File: src/rtl/tid_pkg.sv
// Package for the timed instruction dispatch controller.
// Holds widths, opcode, read status, result, failure and cfg codes, item/result types.
// No dependencies.
package tid_pkg;

	localparam int TickWidth    = 32;
	localparam int TimeWidth    = 32;
	localparam int RunLenWidth  = 32;
	localparam int CmpWidth     = 64;
	localparam int CfgDataWidth = 32;

	localparam int InDataWidth  = 40;
	localparam int OutDataWidth = 48;

	localparam logic [1:0] OpTick  = 2'd0;
	localparam logic [1:0] OpStart = 2'd1;
	localparam logic [1:0] OpAbort = 2'd2;
	localparam logic [1:0] OpNop   = 2'd3;

	localparam logic [1:0] RdAvailable = 2'd0;
	localparam logic [1:0] RdUnderrun  = 2'd1;
	localparam logic [1:0] RdEnd       = 2'd2;
	localparam logic [1:0] RdCorrupt   = 2'd3;

	localparam logic [1:0] ResContinue = 2'd0;
	localparam logic [1:0] ResComplete = 2'd1;
	localparam logic [1:0] ResFailed   = 2'd2;

	localparam logic [2:0] FcNone        = 3'd0;
	localparam logic [2:0] FcNotPrepared = 3'd1;
	localparam logic [2:0] FcMeasurement = 3'd2;
	localparam logic [2:0] FcLate        = 3'd3;
	localparam logic [2:0] FcOperation   = 3'd4;
	localparam logic [2:0] FcConsume     = 3'd5;
	localparam logic [2:0] FcUnderrun    = 3'd6;
	localparam logic [2:0] FcCorrupt     = 3'd7;

	localparam logic CfgRunLength = 1'b0;
	localparam logic CfgProfile   = 1'b1;

	typedef struct packed {
		logic [1:0]           opcode;
		logic                 measurement_ok;
		logic [1:0]           instr_status;
		logic [TimeWidth-1:0] instruction_time;
		logic                 operation_ok;
		logic                 consume_ok;
	} item_t;

	typedef struct packed {
		logic [1:0]           tick_result;
		logic [2:0]           failure_code;
		logic [TimeWidth-1:0] tick_now;
		logic                 dispatch_now;
		logic                 dispatch_profiled;
		logic                 terminal_event;
		logic                 start_accepted;
	} result_t;

endpackage

File: src/rtl/timed_instruction_dispatch_fsm.sv
// Timed instruction dispatch controller, top level.
// Depends on tid_pkg for codes, widths and item/result types.
//
// Usage:
// Commands enter on the s_axis channel (opcode in tuser, adapter results in
// tdata); one result leaves on the m_axis channel for every command.
// The cfg channel writes run_length (index 0) and profile_request (index 1);
// cfg_ready is always high. Write configuration only while no command is
// in flight.
// Order: an accepted command lands in an input register and its result is
// then computed into the output register once that register can take it; the
// result is offered from the output register.
// Throughput: one command per cycle while the output is not stalled; the run state updates once per item.
// Reset: state returns to idle, counter, latch and config registers clear, both
// register stages empty.
// Stall: when m_axis_tready is low the output register holds its result, the
// input register fills, and s_axis_tready drops until the output drains.
module timed_instruction_dispatch_fsm (
	input  logic                              clk,
	input  logic                              arst_n,
	input  logic                              s_axis_tvalid,
	output logic                              s_axis_tready,
	// measurement_ok, instr_status[2], instruction_time[32], operation_ok, consume_ok, pad
	input  logic [tid_pkg::InDataWidth-1:0]   s_axis_tdata,
	// opcode[2]
	input  logic [1:0]                        s_axis_tuser,
	output logic                              m_axis_tvalid,
	input  logic                              m_axis_tready,
	// tick_result[2], failure_code[3], tick_now[32], dispatch_now, dispatch_profiled,
	// terminal_event, start_accepted, pad
	output logic [tid_pkg::OutDataWidth-1:0]  m_axis_tdata,
	input  logic                              cfg_valid,
	output logic                              cfg_ready,
	input  logic                              cfg_index,
	input  logic [tid_pkg::CfgDataWidth-1:0]  cfg_data
);

	localparam logic [1:0] StIdle     = 2'd0;
	localparam logic [1:0] StReady    = 2'd1;
	localparam logic [1:0] StComplete = 2'd2;
	localparam logic [1:0] StFailed   = 2'd3;

	logic                              valid_s1;
	tid_pkg::item_t                    item_s1;
	logic                              advance;

	logic                              out_valid_q;
	tid_pkg::result_t                  result_q;

	logic [tid_pkg::RunLenWidth-1:0]   run_length_q;
	logic                              profile_req_q;
	logic [1:0]                        state_q;
	logic [tid_pkg::TickWidth-1:0]     tick_q;
	logic [tid_pkg::RunLenWidth-1:0]   ticks_in_run_q;
	logic [2:0]                        latch_q;
	logic                              stream_done_q;
	logic                              profiling_q;

	logic [1:0]                        state_d;
	logic [tid_pkg::TickWidth-1:0]     tick_d;
	logic [tid_pkg::RunLenWidth-1:0]   ticks_in_run_d;
	logic [2:0]                        latch_d;
	logic                              stream_done_d;
	logic                              profiling_d;
	logic                              start_ok;
	tid_pkg::result_t                  result_d;

	logic [tid_pkg::TickWidth-1:0]     tick_inc;
	logic [tid_pkg::CmpWidth-1:0]      tick_ext;
	logic [tid_pkg::CmpWidth-1:0]      time_ext;
	logic [tid_pkg::CmpWidth-1:0]      len_ext;
	logic [1:0]                        rstat;
	logic                              fail;
	logic [2:0]                        fail_code;
	logic                              dispatched;

	assign cfg_ready     = 1'b1;
	assign advance       = valid_s1 && (!out_valid_q || m_axis_tready);
	assign s_axis_tready = !valid_s1 || advance;
	assign m_axis_tvalid = out_valid_q;
	assign m_axis_tdata  = {{(tid_pkg::OutDataWidth - 41){1'b0}},
		result_q.start_accepted, result_q.terminal_event, result_q.dispatch_profiled,
		result_q.dispatch_now, result_q.tick_now, result_q.failure_code,
		result_q.tick_result};

	assign tick_inc = tick_q + {{(tid_pkg::TickWidth - 1){1'b0}}, 1'b1};
	assign tick_ext = tid_pkg::CmpWidth'(tick_inc);
	assign time_ext = tid_pkg::CmpWidth'(item_s1.instruction_time);
	assign len_ext  = tid_pkg::CmpWidth'(ticks_in_run_q);
	assign rstat    = stream_done_q ? tid_pkg::RdEnd : item_s1.instr_status;

	always_comb begin
		fail       = 1'b0;
		fail_code  = tid_pkg::FcNone;
		dispatched = 1'b0;
		if (!item_s1.measurement_ok) begin
			fail      = 1'b1;
			fail_code = tid_pkg::FcMeasurement;
		end else begin
			case (rstat)
				tid_pkg::RdAvailable: begin
					if (time_ext < tick_ext) begin
						fail      = 1'b1;
						fail_code = tid_pkg::FcLate;
					end else if (time_ext == tick_ext) begin
						if (!item_s1.operation_ok) begin
							fail      = 1'b1;
							fail_code = tid_pkg::FcOperation;
						end else if (!item_s1.consume_ok) begin
							fail      = 1'b1;
							fail_code = tid_pkg::FcConsume;
						end else begin
							dispatched = 1'b1;
						end
					end
				end
				tid_pkg::RdUnderrun: begin
					fail      = 1'b1;
					fail_code = tid_pkg::FcUnderrun;
				end
				tid_pkg::RdCorrupt: begin
					fail      = 1'b1;
					fail_code = tid_pkg::FcCorrupt;
				end
				default: ;
			endcase
		end
	end

	always_comb begin
		state_d        = state_q;
		tick_d         = tick_q;
		ticks_in_run_d = ticks_in_run_q;
		latch_d        = latch_q;
		stream_done_d  = stream_done_q;
		profiling_d    = profiling_q;
		start_ok       = 1'b0;
		result_d       = '0;
		result_d.tick_result = tid_pkg::ResContinue;
		case (item_s1.opcode)
			tid_pkg::OpStart: begin
				if (run_length_q != '0) begin
					start_ok       = 1'b1;
					ticks_in_run_d = run_length_q;
					tick_d         = '0;
					latch_d        = tid_pkg::FcNone;
					state_d        = StReady;
					stream_done_d  = 1'b0;
					profiling_d    = profile_req_q;
				end
			end
			tid_pkg::OpAbort: begin
				state_d = StIdle;
			end
			tid_pkg::OpTick: begin
				case (state_q)
					StComplete: result_d.tick_result = tid_pkg::ResComplete;
					StFailed:   result_d.tick_result = tid_pkg::ResFailed;
					StReady: begin
						tick_d = tick_inc;
						if (fail) begin
							if (latch_q == tid_pkg::FcNone) begin
								latch_d = fail_code;
							end
							state_d                 = StFailed;
							result_d.tick_result    = tid_pkg::ResFailed;
							result_d.terminal_event = 1'b1;
						end else begin
							if (item_s1.measurement_ok && rstat == tid_pkg::RdEnd) begin
								stream_done_d = 1'b1;
							end
							if (tick_ext == len_ext) begin
								state_d                 = StComplete;
								result_d.tick_result    = tid_pkg::ResComplete;
								result_d.terminal_event = 1'b1;
							end
						end
						result_d.dispatch_now      = dispatched;
						result_d.dispatch_profiled = dispatched && profiling_q;
					end
					default: begin
						if (latch_q == tid_pkg::FcNone) begin
							latch_d = tid_pkg::FcNotPrepared;
						end
						state_d                 = StFailed;
						result_d.tick_result    = tid_pkg::ResFailed;
						result_d.terminal_event = 1'b1;
					end
				endcase
			end
			default: ;
		endcase
		result_d.failure_code   = latch_d;
		result_d.tick_now       = tid_pkg::TimeWidth'(tick_d);
		result_d.start_accepted = start_ok;
	end

	always_ff @(posedge clk or negedge arst_n) begin
		if (!arst_n) begin
			valid_s1 <= 1'b0;
		end else if (s_axis_tready) begin
			valid_s1 <= s_axis_tvalid;
		end
	end

	always_ff @(posedge clk) begin
		if (s_axis_tvalid && s_axis_tready) begin
			item_s1.opcode           <= s_axis_tuser;
			item_s1.measurement_ok   <= s_axis_tdata[0];
			item_s1.instr_status     <= s_axis_tdata[2:1];
			item_s1.instruction_time <= s_axis_tdata[34:3];
			item_s1.operation_ok     <= s_axis_tdata[35];
			item_s1.consume_ok       <= s_axis_tdata[36];
		end
		if (advance) begin
			result_q <= result_d;
		end
	end

	always_ff @(posedge clk or negedge arst_n) begin
		if (!arst_n) begin
			out_valid_q    <= 1'b0;
			run_length_q   <= '0;
			profile_req_q  <= 1'b0;
			state_q        <= StIdle;
			tick_q         <= '0;
			ticks_in_run_q <= '0;
			latch_q        <= tid_pkg::FcNone;
			stream_done_q  <= 1'b0;
			profiling_q    <= 1'b0;
		end else begin
			if (advance) begin
				out_valid_q <= 1'b1;
			end else if (m_axis_tready) begin
				out_valid_q <= 1'b0;
			end
			if (cfg_valid && cfg_ready && cfg_index == tid_pkg::CfgRunLength) begin
				run_length_q <= cfg_data;
			end
			if (cfg_valid && cfg_ready && cfg_index == tid_pkg::CfgProfile) begin
				profile_req_q <= cfg_data[0];
			end else if (advance && start_ok) begin
				profile_req_q <= 1'b0;
			end
			if (advance) begin
				state_q        <= state_d;
				tick_q         <= tick_d;
				ticks_in_run_q <= ticks_in_run_d;
				latch_q        <= latch_d;
				stream_done_q  <= stream_done_d;
				profiling_q    <= profiling_d;
			end
		end
	end

endmodule

File: config.mk
export PLATFORM = sky130hd
export DESIGN_NAME = timed_instruction_dispatch_fsm
export DESIGN_NICKNAME = d
export VERILOG_FILES = /design/src/rtl/tid_pkg.sv /design/src/rtl/timed_instruction_dispatch_fsm.sv
export SDC_FILE = /design/constraint.sdc
export NUM_CORES = 1
export LEC_CHECK = 0
export ABC_AREA = 1
export BUFFER_PORTS_ARGS = -buffer_cell sky130_fd_sc_hd__buf_2
export CAP_MARGIN = 20
export CORE_MARGIN = 10
export CORE_UTILIZATION = 58
export DETAILED_ROUTE_END_ITERATION = 7
export HOLD_SLACK_MARGIN = 0.05
export PLACE_DENSITY = 0.8
export SKIP_CTS_REPAIR_TIMING = 1
export SLEW_MARGIN = 20
export SYNTH_ARGS = -nofsm -noshare
export SYNTH_HDL_FRONTEND = slang
export SYNTH_SLANG_ARGS = --single-unit
File: constraint.sdc
create_clock -name clk -period 4.05 [get_ports clk]
set_clock_uncertainty 0.1 [all_clocks]
set_input_delay 0.2025 -clock clk [delete_from_list [all_inputs] [get_ports clk]]
set_output_delay 0.2025 -clock clk [all_outputs]
set_load 0.02 [all_outputs]
==> summary.md <==
| Metric | Value |
|---|---|
| Total negative slack | 0 ns |
| DPL Wire Length | 18,300 um |
| Total GRT Usage | 0.221 |
| Die area | 22,200 um2 |
| Top_reg_cell synth | dfrtp_1 |
| Slew HR | 0.398 |
| Routed WL | 25,500 um |
| Vias in the first global route | 7,770 |
| Via count | 8,259 |
| Num CTS Buffers | 17 |
| Worst VDD drop | 0.345 mV |
| Post-synth top area share | 0.275 |
| Largest cells by area after synthesis | dfrtp_1 (27%), edfxtp_1 (25%), nand2_1 (12%), ha_1 (5.2%), inv_1 (3.9%) |
| WP data required | 4.14 ns |
| Avg Inst Size Synth | 8.97 um2 |
| Chip Height | 149 um |
| Worst R2R Path Depth | 22 |
| Startpoint types | register |
| Max Slew Vio Count | 0 |
| Peak Freq | 266 MHz |
| Core area | around 16,000 um2 |
| Max-cap viol count | 0 |
| Measured slew at the worst slew-check pin | 0.903 ns |
| HP Class | input port to asynchronous set/reset pin |
| Initial DRT Pass Iterations | 6 |
| First-pass GRT wire length | 39,000 um |
| Post-synth EDFFs | 80 |
| Worst-path clk slew | 0.07 ns |
| Synthesized area | 9650 um2 |
| Pin count of the biggest net entering global routing | 91 |
| Routability Congestion | 0.957 |
| Most instantiated cells after synthesis | nand2_1 (296), dfrtp_1 (106), inv_1 (101), nor2_1 (101), edfxtp_1 (80) |
| Critical path type | register to register |
| Vias/cell | 5.47 |
| Starting Density | 0.586 |
| Remaining global-route overflow | 0 |
| Number of DRC markers in iteration 0 | 856 |
| Post-synthesis async set-or-reset flop share | 0.570 |
| Synth warn | 0 |
| Pwr Density | 558 nW/um2 |
| TritonCTS clock tree | built |
| Arrival @ worst endpoint | 3.85 ns |
| Clock tree buffer depth | 2 |
| DRC viols | 0 |
| H-tree level count | 4 |
| Hold Fails Final Rpt | 0 |
| Ant diodes | 0 |
| Clk_lat worst skew | 0.45 ns |
| Initial antenna violation count | 0 |
| Ports | 131 |
| Nets | 1,396 |
| Period minus WS final | 3.76 ns |
| Row Count | 47 |
| Top-count cell post-synth | nand2_1 |
| Final setup viols | 0 |
| Cell taking the most area after synthesis | dfrtp_1 |
| Post-synthesis cell count | roughly 1,100 |
| Final Util | 0.717 |
| Antenna-violating nets left | 0 |
| Crit Path Max Fanout | 6 |
| Area grow syn2layout | 22.3% |
| Seq/Total Area, Yosys | 0.524 |
| Status | finished clean |
| Total clock sinks | between 150 and 200 |
| Share of cells above drive strength 1 | 0.182 |
| WL per Instance | about 17 um |
| Port Buffers | 119 |
| Die width | 149 um |
| Period utilization | 0.928 |
| Cell variety after synth | 37 |
| Synth Register Bits | 186 |
| CP Capture Type | register |
| Clk Tree Root Cell | clkbuf_16 |
| LEAKAGE | 0.00528 uW |
==> layout by cell type, fill, tap and decap left out, drive strengths merged, types with 20 or more instances in the layout <==
| cell type | instances |
|---|---|
| edfxtp | 80 |
| mux2 | 32 |
| inv | 110 |
| nor2 | 113 |
| o21ai | 56 |
| clkbuf | 20 |
| dfrtp | 106 |
| buf | 130 |
| dlygate4sd3 | 76 |
| a21oi | 55 |
| nand2 | 305 |
| nand3 | 52 |
| ha | 40 |
==> registers in the layout (all words and copies together) (netlist names) <==
signal	cells
valid_s1	1
tick_q	32
ticks_in_run_q	32
stream_done_q	1
m_axis_tvalid	1
profile_req_q	1
item_s1	39
profiling_q	1
latch_q	3
state_q	2
run_length_q	32
m_axis_tdata	41
==> worst max-delay path, cell delays in order (launching register included) <==
cell and delay, ns:
dfrtp_1 0.47, ha_1 0.28, nand3_4 0.15, nor2_4 0.24, nand4_2 0.18, inv_2 0.09, nand2_1 0.05, nand2_1 0.11
nand2_2 0.09, ha_1 0.28, nand2_1 0.07, nor2_1 0.17, nand4_1 0.14, nor2_2 0.26, nand2_1 0.11, nand3_1 0.09
nand2_1 0.09, o21ai_0 0.23, nor2_1 0.07, nand2_1 0.06, nand2_1 0.05, nand2_1 0.05, nand2_1 0.06
==> where the power goes <==
| part | total [uW] | internal, uW | switching (uW) |
|---|---|---|---|
| Clock | 1550 | 822 | 731 |
| Combinational | 2240 | 773 | 1460 |
| Sequential | 2790 | 2460 | 334 |
| Total | 6580 | 4050 | 2530 |
==> area by class of cell <==
type	count	area, um2
clock buffers	20	457
clock inverters	12	91.3
multi-input cells	755	4070
fillers	1206	4670
well taps	220	275
inverters	110	414
repair buffers	206	1440
flip-flops and latches	186	5050
==> metal layers <==
metal  up-vias  track usage  wire [um]
met3        54       0.0507       2180
met4         0       0.0761        580
li1       3996            -          -
met2       374        0.360      12400
met1      3835        0.285      10300
met5         -            0          0
==> logic make-up after synthesis <==
| family | share of synthesized area |
|---|---|
| AO/OA/AOI/OAI | 0.0852 |
| AND/OR/NAND/NOR | 0.230 |
| flip-flops | 0.524 |
| other | 0.000778 |
| multiplexers | 0.0373 |
| buffers and inverters | 0.0580 |
| XOR/XNOR | 0.0134 |
| adder cells (fa/ha/maj) | 0.0519 |
==> worst paths after layout <==
path | from | to | slack [ns]
min | arst_n | run_length_q[2] | 0.30
min reg2reg | state_q[1] | state_q[1] | 0.43
max | tick_q[0] | m_axis_tdata[2] | 0.29
max in group asynchronous | arst_n | tick_q[22] | 2.91
min in group clk | cfg_valid | run_length_q[0] | 0.31
max reg2reg | tick_q[0] | m_axis_tdata[2] | 0.29
==> metrics by stage <==
stage	area, um2	worst slack, ns	std cells	power (uW)	hold WS, ns
finish	11800	0.290	1509	6580	0.295
detailed placement	10500	0.368	1401	4940	0.241
CTS	11000	0.321	1433	6500	-0.231
global route	11800	-0.0298	1509	7020	0.343
global placement	10500	0.436	1401	4860	0.238
floorplan	9670	0.998	1082	4270	-0.193
No activity file was read; power rests on OpenSTA's default activity.
